[src/rtl/bcec_pkg.sv]
`timescale 1ns / 1ps
// ----------------------------------------------------------------------------
// bcec_pkg: shared types and codes for the button click event classifier
// Payload structs, register defaults and indexes, event and phase codes.
// ----------------------------------------------------------------------------
package bcec_pkg;

  localparam int unsigned KEYS       = 4;
  localparam int unsigned CFG_W      = 16;
  localparam int unsigned EVENT_W    = 3;
  localparam int unsigned CFG_ADDR_W = 3;

  // Register indexes
  localparam logic [CFG_ADDR_W-1:0] REG_SHORT_PRESS = 3'd0;
  localparam logic [CFG_ADDR_W-1:0] REG_CLICK_GAP   = 3'd1;
  localparam logic [CFG_ADDR_W-1:0] REG_LONG_PRESS  = 3'd2;
  localparam logic [CFG_ADDR_W-1:0] REG_HOLD        = 3'd3;
  localparam logic [CFG_ADDR_W-1:0] REG_RELEASE_CAP = 3'd4;

  // Register reset values
  localparam logic [CFG_W-1:0] SHORT_PRESS_RST = 16'd300;
  localparam logic [CFG_W-1:0] CLICK_GAP_RST   = 16'd120;
  localparam logic [CFG_W-1:0] LONG_PRESS_RST  = 16'd500;
  localparam logic [CFG_W-1:0] HOLD_RST        = 16'd3000;
  localparam logic [CFG_W-1:0] RELEASE_CAP_RST = 16'd65000;

  // Event codes
  localparam logic [EVENT_W-1:0] EV_NONE   = 3'd0;
  localparam logic [EVENT_W-1:0] EV_SHORT  = 3'd1;
  localparam logic [EVENT_W-1:0] EV_LONG   = 3'd2;
  localparam logic [EVENT_W-1:0] EV_HOLD   = 3'd3;
  localparam logic [EVENT_W-1:0] EV_DOUBLE = 3'd4;
  localparam logic [EVENT_W-1:0] EV_TRIPLE = 3'd5;

  // Key phase codes
  localparam logic [1:0] PH_IDLE     = 2'd0;
  localparam logic [1:0] PH_PRESSED  = 2'd1;
  localparam logic [1:0] PH_RELEASED = 2'd2;

  // Debounce history patterns
  localparam logic [7:0] HIST_PRESS   = 8'hF0;
  localparam logic [7:0] HIST_RELEASE = 8'h0F;

  typedef struct packed {
    logic [KEYS-1:0] key_levels;
    logic [KEYS-1:0] clear_mask;
  } in_item_t;

  typedef struct packed {
    logic [EVENT_W-1:0] event_key0;
    logic [EVENT_W-1:0] event_key1;
    logic [EVENT_W-1:0] event_key2;
    logic [EVENT_W-1:0] event_key3;
    logic [KEYS-1:0]    pressed_mask;
  } out_item_t;

  typedef struct packed {
    logic [CFG_W-1:0] short_press_limit;
    logic [CFG_W-1:0] click_gap_limit;
    logic [CFG_W-1:0] long_press_limit;
    logic [CFG_W-1:0] hold_limit;
    logic [CFG_W-1:0] release_count_cap;
  } cfg_regs_t;

  // What one key lane reports for the current tick
  typedef struct packed {
    logic [EVENT_W-1:0] event_code;
    logic               pressed;
  } lane_res_t;

endpackage

[src/rtl/bcec_lane.sv]
`timescale 1ns / 1ps
// ----------------------------------------------------------------------------
// bcec_lane: per-key click/press tracker
// Holds one key's history, phase, counters and pending event; advances on
// each accepted tick and reports the post-tick event and pressed state.
// ----------------------------------------------------------------------------
module bcec_lane #(
  parameter int unsigned COUNTER_WIDTH = 16
) (
  input  logic                  clk,
  input  logic                  rst_n,
  input  logic                  tick,
  input  logic                  level,
  input  logic                  clear,
  input  bcec_pkg::cfg_regs_t   cfg,
  output bcec_pkg::lane_res_t   res
);

  localparam int unsigned CW    = COUNTER_WIDTH;
  localparam int unsigned CMP_W = (CW > bcec_pkg::CFG_W) ? CW : bcec_pkg::CFG_W;
  localparam logic [CW-1:0] CMAX = {CW{1'b1}};

  logic [7:0]                     hist_r, hist_nxt;
  logic [1:0]                     phase_r, phase_nxt;
  logic [CW-1:0]                  hold_r, hold_nxt;
  logic [CW-1:0]                  rel_r, rel_nxt;
  logic [CW-1:0]                  last_r, last_nxt;
  logic [CW-1:0]                  newer_r, newer_nxt;
  logic [CW-1:0]                  older_r, older_nxt;
  logic [bcec_pkg::EVENT_W-1:0]   ev_r, ev_nxt;

  logic [CMP_W-1:0] h_x, g1_x, g0_x, hold_x, rel_x;
  logic [CMP_W-1:0] sp_x, gap_x, lp_x, hl_x, cap_x, rel_inc_x;
  logic [CW-1:0]    rel_inc;
  logic [bcec_pkg::EVENT_W-1:0] ev_held, ev_class;
  logic press, release_edge, classify;

  always_comb begin
    h_x    = CMP_W'(last_r);
    g1_x   = CMP_W'(newer_r);
    g0_x   = CMP_W'(older_r);
    hold_x = CMP_W'(hold_r);
    rel_x  = CMP_W'(rel_r);
    sp_x   = CMP_W'(cfg.short_press_limit);
    gap_x  = CMP_W'(cfg.click_gap_limit);
    lp_x   = CMP_W'(cfg.long_press_limit);
    hl_x   = CMP_W'(cfg.hold_limit);
    cap_x  = CMP_W'(cfg.release_count_cap);

    // clear first, then the continuous hold check
    ev_held = clear ? bcec_pkg::EV_NONE : ev_r;
    if (hold_x > hl_x) begin
      ev_held = bcec_pkg::EV_HOLD;
    end

    // later rules take priority
    ev_class = bcec_pkg::EV_NONE;
    if ((h_x != '0) && (h_x < sp_x)) begin
      ev_class = bcec_pkg::EV_SHORT;
    end
    if ((g1_x != '0) && (g1_x < gap_x)) begin
      ev_class = bcec_pkg::EV_DOUBLE;
    end
    if ((g1_x != '0) && (g1_x < gap_x) && (g0_x < gap_x)) begin
      ev_class = bcec_pkg::EV_TRIPLE;
    end
    if ((h_x > lp_x) && (h_x < hl_x)) begin
      ev_class = bcec_pkg::EV_LONG;
    end

    classify = (rel_x == gap_x);
    ev_nxt   = (classify && (ev_held == bcec_pkg::EV_NONE)) ? ev_class : ev_held;

    hist_nxt     = {hist_r[6:0], level};
    press        = (hist_nxt == bcec_pkg::HIST_PRESS);
    release_edge = (hist_nxt == bcec_pkg::HIST_RELEASE);

    phase_nxt = phase_r;
    older_nxt = older_r;
    newer_nxt = newer_r;
    last_nxt  = classify ? '0 : last_r;
    if (press) begin
      phase_nxt = bcec_pkg::PH_PRESSED;
      older_nxt = newer_r;
      newer_nxt = rel_r;
    end
    if (release_edge) begin
      phase_nxt = bcec_pkg::PH_RELEASED;
      last_nxt  = hold_r;
    end

    rel_inc   = (rel_r != CMAX) ? rel_r + 1'b1 : rel_r;
    rel_inc_x = CMP_W'(rel_inc);

    hold_nxt = hold_r;
    if (release_edge) begin
      hold_nxt = '0;
    end else if (phase_nxt == bcec_pkg::PH_PRESSED) begin
      hold_nxt = (hold_r != CMAX) ? hold_r + 1'b1 : hold_r;
    end

    rel_nxt = rel_r;
    if (press) begin
      rel_nxt = '0;
    end else if (phase_nxt == bcec_pkg::PH_RELEASED) begin
      rel_nxt = (rel_inc_x > cap_x) ? CW'(cfg.release_count_cap) : rel_inc;
    end

    res.event_code = ev_nxt;
    res.pressed    = (phase_nxt == bcec_pkg::PH_PRESSED);
  end

  always_ff @(posedge clk) begin
    if (!rst_n) begin
      hist_r  <= '0;
      phase_r <= bcec_pkg::PH_IDLE;
      hold_r  <= '0;
      rel_r   <= '0;
      last_r  <= '0;
      newer_r <= '0;
      older_r <= '0;
      ev_r    <= bcec_pkg::EV_NONE;
    end else if (tick) begin
      hist_r  <= hist_nxt;
      phase_r <= phase_nxt;
      hold_r  <= hold_nxt;
      rel_r   <= rel_nxt;
      last_r  <= last_nxt;
      newer_r <= newer_nxt;
      older_r <= older_nxt;
      ev_r    <= ev_nxt;
    end
  end

endmodule

[src/rtl/bcec_merge.sv]
`timescale 1ns / 1ps
// ----------------------------------------------------------------------------
// bcec_merge: lane merge and output register
// Packs the per-key lane reports into one result and holds it until the
// downstream side takes the transfer.
// ----------------------------------------------------------------------------
module bcec_merge (
  input  logic                                      clk,
  input  logic                                      rst_n,
  input  logic                                      in_valid,
  output logic                                      in_stall,
  input  bcec_pkg::lane_res_t [bcec_pkg::KEYS-1:0]  lane_res,
  output logic                                      out_valid,
  input  logic                                      out_stall,
  output bcec_pkg::out_item_t                       out_data
);

  logic                valid_r, valid_nxt;
  bcec_pkg::out_item_t data_r, data_nxt;
  logic                take;

  assign in_stall = valid_r && out_stall;
  assign take     = in_valid && !in_stall;

  always_comb begin
    data_nxt.event_key0 = lane_res[0].event_code;
    data_nxt.event_key1 = lane_res[1].event_code;
    data_nxt.event_key2 = lane_res[2].event_code;
    data_nxt.event_key3 = lane_res[3].event_code;
    for (int k = 0; k < bcec_pkg::KEYS; k++) begin
      data_nxt.pressed_mask[k] = lane_res[k].pressed;
    end
    valid_nxt = take ? 1'b1 : (valid_r && out_stall);
  end

  always_ff @(posedge clk) begin
    if (!rst_n) begin
      valid_r <= 1'b0;
    end else begin
      valid_r <= valid_nxt;
    end
  end

  always_ff @(posedge clk) begin
    if (take) begin
      data_r <= data_nxt;
    end
  end

  assign out_valid = valid_r;
  assign out_data  = data_r;

endmodule

[src/rtl/button_click_event_classifier.sv]
`timescale 1ns / 1ps
// ----------------------------------------------------------------------------
// button_click_event_classifier: multi-click and long-press detector
// Debounces up to four keys and reports per-key click events every tick.
// ----------------------------------------------------------------------------
// Usage:
//   Each input transfer (in_valid high, in_stall low) is one 1 ms tick with
//   the raw key levels and a mask that clears pending events first.
//   Every tick yields exactly one result transfer on out_*: the pending
//   event of each key (none/short/long/hold/double/triple) and a mask of
//   keys currently in the pressed phase.
//   Latency: the result is registered, out_valid rises the cycle after the
//   input transfer. Throughput: one tick per cycle while out_stall is low;
//   each key lane does its compares and counter updates combinationally.
//   Stall: one output register; while it is full and out_stall is high,
//   in_stall is raised and no tick is taken. Otherwise a new tick is taken
//   in the same cycle the previous result leaves.
//   Config: cfg_we writes cfg_wdata to register cfg_addr (0 short press,
//   1 click gap, 2 long press, 3 hold, 4 release cap); other indexes are
//   dropped. Write only while idle.
//   Reset (rst_n low, synchronous): all key state clears to idle/zero,
//   registers return to 300/120/500/3000/65000, the output empties.
//   Keys at or above KEY_COUNT report no event and never show pressed.
// ----------------------------------------------------------------------------
module button_click_event_classifier #(
  parameter int unsigned KEY_COUNT     = 4,
  parameter int unsigned COUNTER_WIDTH = 16
) (
  input  logic                               clk,
  input  logic                               rst_n,
  input  logic                               in_valid,
  output logic                               in_stall,
  input  bcec_pkg::in_item_t                 in_data,
  output logic                               out_valid,
  input  logic                               out_stall,
  output bcec_pkg::out_item_t                out_data,
  input  logic                               cfg_we,
  input  logic [bcec_pkg::CFG_ADDR_W-1:0]    cfg_addr,
  input  logic [bcec_pkg::CFG_W-1:0]         cfg_wdata
);

  bcec_pkg::cfg_regs_t                      cfg_r, cfg_nxt;
  bcec_pkg::lane_res_t [bcec_pkg::KEYS-1:0] lane_res;
  logic                                     tick;

  // Configuration registers
  always_comb begin
    cfg_nxt = cfg_r;
    if (cfg_we) begin
      unique case (cfg_addr)
        bcec_pkg::REG_SHORT_PRESS: cfg_nxt.short_press_limit = cfg_wdata;
        bcec_pkg::REG_CLICK_GAP:   cfg_nxt.click_gap_limit   = cfg_wdata;
        bcec_pkg::REG_LONG_PRESS:  cfg_nxt.long_press_limit  = cfg_wdata;
        bcec_pkg::REG_HOLD:        cfg_nxt.hold_limit        = cfg_wdata;
        bcec_pkg::REG_RELEASE_CAP: cfg_nxt.release_count_cap = cfg_wdata;
        default:                   cfg_nxt = cfg_r;
      endcase
    end
  end

  always_ff @(posedge clk) begin
    if (!rst_n) begin
      cfg_r.short_press_limit <= bcec_pkg::SHORT_PRESS_RST;
      cfg_r.click_gap_limit   <= bcec_pkg::CLICK_GAP_RST;
      cfg_r.long_press_limit  <= bcec_pkg::LONG_PRESS_RST;
      cfg_r.hold_limit        <= bcec_pkg::HOLD_RST;
      cfg_r.release_count_cap <= bcec_pkg::RELEASE_CAP_RST;
    end else begin
      cfg_r <= cfg_nxt;
    end
  end

  // A tick advances every lane when the input transfer happens
  assign tick = in_valid && !in_stall;

  // One lane per configured key; unused key slots report nothing
  for (genvar k = 0; k < bcec_pkg::KEYS; k++) begin : g_key
    if (k < KEY_COUNT) begin : g_lane
      bcec_lane #(
        .COUNTER_WIDTH(COUNTER_WIDTH)
      ) u_lane (
        .clk   (clk),
        .rst_n (rst_n),
        .tick  (tick),
        .level (in_data.key_levels[k]),
        .clear (in_data.clear_mask[k]),
        .cfg   (cfg_r),
        .res   (lane_res[k])
      );
    end else begin : g_unused
      assign lane_res[k] = '0;
    end
  end

  // Merge lane reports into the registered result
  bcec_merge u_merge (
    .clk       (clk),
    .rst_n     (rst_n),
    .in_valid  (in_valid),
    .in_stall  (in_stall),
    .lane_res  (lane_res),
    .out_valid (out_valid),
    .out_stall (out_stall),
    .out_data  (out_data)
  );

endmodule

[config.mk]
export PLATFORM = sky130hd
export DESIGN_NAME = button_click_event_classifier
export DESIGN_NICKNAME = d
export VERILOG_FILES = /design/src/rtl/bcec_pkg.sv /design/src/rtl/bcec_lane.sv /design/src/rtl/bcec_merge.sv /design/src/rtl/button_click_event_classifier.sv
export SDC_FILE = /design/constraint.sdc
export NUM_CORES = 2
export LEC_CHECK = 0
export CAP_MARGIN = 10
export CORE_UTILIZATION = 55
export CTS_BUF_LIST = sky130_fd_sc_hd__clkbuf_8
export CTS_CLUSTER_SIZE = 24
export DETAILED_ROUTE_END_ITERATION = 7
export DONT_BUFFER_PORTS = 1
export PLACE_DENSITY = 0.7
export SLEW_MARGIN = 20
export SYNTH_ARGS = -nofsm -noshare
export SYNTH_HDL_FRONTEND = slang
export SYNTH_SLANG_ARGS = --single-unit
[constraint.sdc]
create_clock -name clk -period 5.2 [get_ports clk]
set_input_delay 0.78 -clock clk [delete_from_list [all_inputs] [get_ports clk]]
set_output_delay 0.78 -clock clk [all_outputs]
set_load 0.03 [all_outputs]
==> flow_metrics.tcl <==
set metrics [dict create \
    root_buffer "clkbuf_8" \
    timing.final.ws_setup_ns 1.02 \
    top_usage_layer "met2" \
    overflow 0 \
    min_delay_path_depth 2 \
    slew_viol_final 0 \
    hold_class "primary input to flop" \
    via_per_inst 6.35 \
    synth_nets 4083 \
    cts_tree "yes" \
    cts.path.max_buffers 3 \
    reg2reg_depth 15 \
    post_cts_buffers 0 \
    dr.pass1.iters 8 \
    finalHoldViolations 0 \
    fin_crit_sh 0.804 \
    io_pins 50 \
    drc 6 \
    dieArea_um2 54500 \
    core-area_um2 52800 \
    grt_util_met2 0.577 \
    grt_util_all_layers 0.367 \
    syn_area_um2 29500 \
    max_freq_ghz 0.239 \
    finalSetupTns_ns 0 \
    p_leak_uw 0.0135 \
    outcome "finished, violations left" \
    grt_antenna_before_repair 0 \
    fp.dieW_um 234 \
    initial_core_util 0.559 \
    peakVddDrop_v 0.000188 \
    routed_wl_um 101000 \
    met3_usage 0.0651 \
    crit_start "g_key[0].g_lane.u_lane.rel_r[3]" \
    timing.rr.start "g_key[0].g_lane.u_lane.rel_r[3]" \
    synth.distinct_cells 83 \
    fin_area_um2 31800 \
    slew_headroom 0.213 \
    place_area_um2 30000 \
    ys_seq_area_frac 0.321 \
    synth_edf_count 16 \
    drive_above_1_share 0.0611 \
    num_antenna_cells 0 \
    crit_fanout 16 \
    nFillCells 4669 \
    synthTopCellsByArea "dfxtp_1 (30%), ha_1 (19%), nand2_1 (7.3%), a21oi_1 (6.8%), nor2_1 (3.9%)" \
    syn_avg_cell_area_um2 8.17 \
    cts_resized 0 \
    hpwlAfterDp_um 73900 \
    dp_slack_ns 1.12 \
    cts_num_sinks 465 \
    ys_seq_elements 465 \
    grt_pass1_wl_um 152000 \
    start_kind "flop" \
    cellPowerDensity_nw_per_um2 243 \
    final_cells 4307 \
    io_buffers 0 \
    route.antenna.remaining_nets 0 \
    synth.top_cell.area_share 0.305 \
    worst_pin_slew_ns 1.17 \
    finalSetupViolCount 0 \
    grt_pass1_vias 25500 \
    grt_max_degree 147 \
    end_kind "flop" \
    drtIter0Drc 2516 \
    place.gp.congestion 0.980 \
    hold_buffers 0 \
    clock_latency_ns 0.69 \
    cts_made_buffers 84 \
    synth_warnings 0 \
    ys_async_sr_fraction 0 \
    critPathRequiredTime_ns 5.76 \
    rows 84 \
    maxCapViolations 0 \
    route.vias.total 27400 \
    cts_max_level 3 \
    syn_inst 3611 \
    synth_flop_cell "dfxtp_1" \
    yosysTopAreaCell "dfxtp_1" \
    rsz0062_at_grt "no" \
    fin_crit_ns 4.18 \
    placed_cells 4157 \
    area.growth.synth_to_final_pct 7.85 \
    clkTransAtPathRegs_ns 0.07 \
    min-delay-start "cfg_wdata[12]" \
    use_met1 0.478 \
    worst_clock_skew_ns 0.0318 \
    fin_nets 4027 \
    cp.arrival_ns 4.74 \
    die_h_um 234 \
    critPathKind "flop to flop" \
    violations "DRC" \
    routedWlPerCell_um 23.5 \
]
==> cell usage after synthesis, types with 4 or more instances <==
cell	number
a21o_1	75
a31oi_1	12
a211o_1	5
nand3_1	75
nor2b_1	33
edfxtp_1	16
nand3b_1	5
mux2_2	4
o211ai_1	52
o21a_1	15
buf_2	21
nand4b_1	4
nor3b_1	8
nand2b_1	19
o21ai_0	147
o21ai_1	9
a2111oi_0	6
nor3_2	4
nand2_1	576
nor2_1	303
inv_1	116
a211oi_1	23
nand4_1	128
mux2i_1	46
and4_1	29
and2_1	8
a41oi_1	13
xor2_1	47
o31ai_1	6
clkbuf_1	149
a21oi_1	403
or2_2	8
dfxtp_1	449
buf_1	6
xnor2_1	109
nor4_1	41
ha_1	440
nor3_1	34
or4_1	4
and3_1	19
a221oi_1	4
or3_1	10
a22oi_1	66
==> sequential cells by signal (all words and copies together) (netlist names) <==
register                     count
g_key.g_lane.u_lane.ev_r        12
g_key.g_lane.u_lane.phase_r      8
g_key.g_lane.u_lane.rel_r       64
g_key.g_lane.u_lane.hist_r      28
g_key.g_lane.u_lane.g1_x        64
g_key.g_lane.u_lane.h_x         64
u_merge.out_valid                1
cfg_r                           80
g_key.g_lane.u_lane.hold_r      64
g_key.g_lane.u_lane.g0_x        64
u_merge.out_data                16
==> critical path, cell delays in order, from the launching register on <==
cell	delay, ns
dfxtp_1	0.58
and4_1	0.35
nand4_2	0.19
or3_1	0.53
nand2_2	0.15
nor2_1	0.06
xor2_1	0.16
ha_1	0.31
nand4_1	0.16
a2111oi_0	0.41
a211oi_1	0.14
a21oi_4	0.41
buf_4	0.29
nor3_1	0.06
o21ai_1	0.13
o21ai_0	0.10
==> final timing paths <==
path / to / slack (ns)
max: g_key[0].g_lane.u_lane.rel_r[0] / 1.02
min: cfg_r[76] / 0.24
max reg2reg: g_key[0].g_lane.u_lane.rel_r[0] / 1.02
min reg2reg: cfg_r[17] / 0.46
==> power breakdown <==
part           leakage, µW  internal [µW]  total [µW]  switching, µW
logic              0.00867           94.1         359            265
clock network      0.00100           2090        3730           1640
registers          0.00378           3610        3650           37.2
==> layout make-up <==
type	count	area [µm²]	area share
multi-input combinational	2853	19000	0.596
clock inverter	44	340	0.0107
sequential	465	9470	0.298
inverter	116	443	0.0139
clock buffer	106	1460	0.0459
timing repair buffer	35	263	0.00826
tap	688	861	0.0271
==> cell usage in the layout, fill, tap and decap left out, drive strengths merged, types with 16 or more instances in the layout <==
cell | netlist | final
nand2 | 578 | 578
dfxtp | 449 | 449
ha | 440 | 440
a21oi | 405 | 405
nor2 | 306 | 306
o21ai | 157 | 157
inv | 116 | 138
nand4 | 132 | 132
xnor2 | 109 | 109
clkbuf | 150 | 106
nand3 | 76 | 76
a21o | 75 | 75
a22oi | 66 | 66
o211ai | 52 | 52
xor2 | 47 | 47
mux2i | 46 | 46
nor4 | 42 | 42
nor3 | 39 | 39
buf | 27 | 35
nor2b | 33 | 33
and4 | 29 | 29
a211oi | 24 | 24
nand2b | 20 | 20
and3 | 19 | 19
edfxtp | 16 | 16
==> metal layers <==
| metal | vias up | share of wire |
|---|---|---|
| met2 | 1186 | 0.44 |
| li1 | 12800 | - |
| met4 | 0 | 0.057 |
| met3 | 309 | 0.082 |
| met5 | - | 0 |
| met1 | 13000 | 0.42 |
==> kinds of logic after synthesis <==
group,share of synthesized area
XOR/XNOR,0.0463
multiplexers,0.0171
adder cells (fa/ha/maj),0.187
flip-flops,0.321
buffers and inverters,0.0382
AND/OR/NAND/NOR,0.213
AO/OA/AOI/OAI,0.177
==> per-stage QoR <==
stage | hold WS, ns | total power [µW] | utilization
floorplan | 0.431 | 3950 | -
global placement | 0.438 | 4060 | 0.568
detailed placement | 0.448 | 4080 | 0.568
CTS | 0.173 | 7760 | 0.602
global route | 0.209 | 7970 | 0.603
finish | 0.235 | 7740 | 0.603
Note: power is estimated with default switching activity, not from simulation.
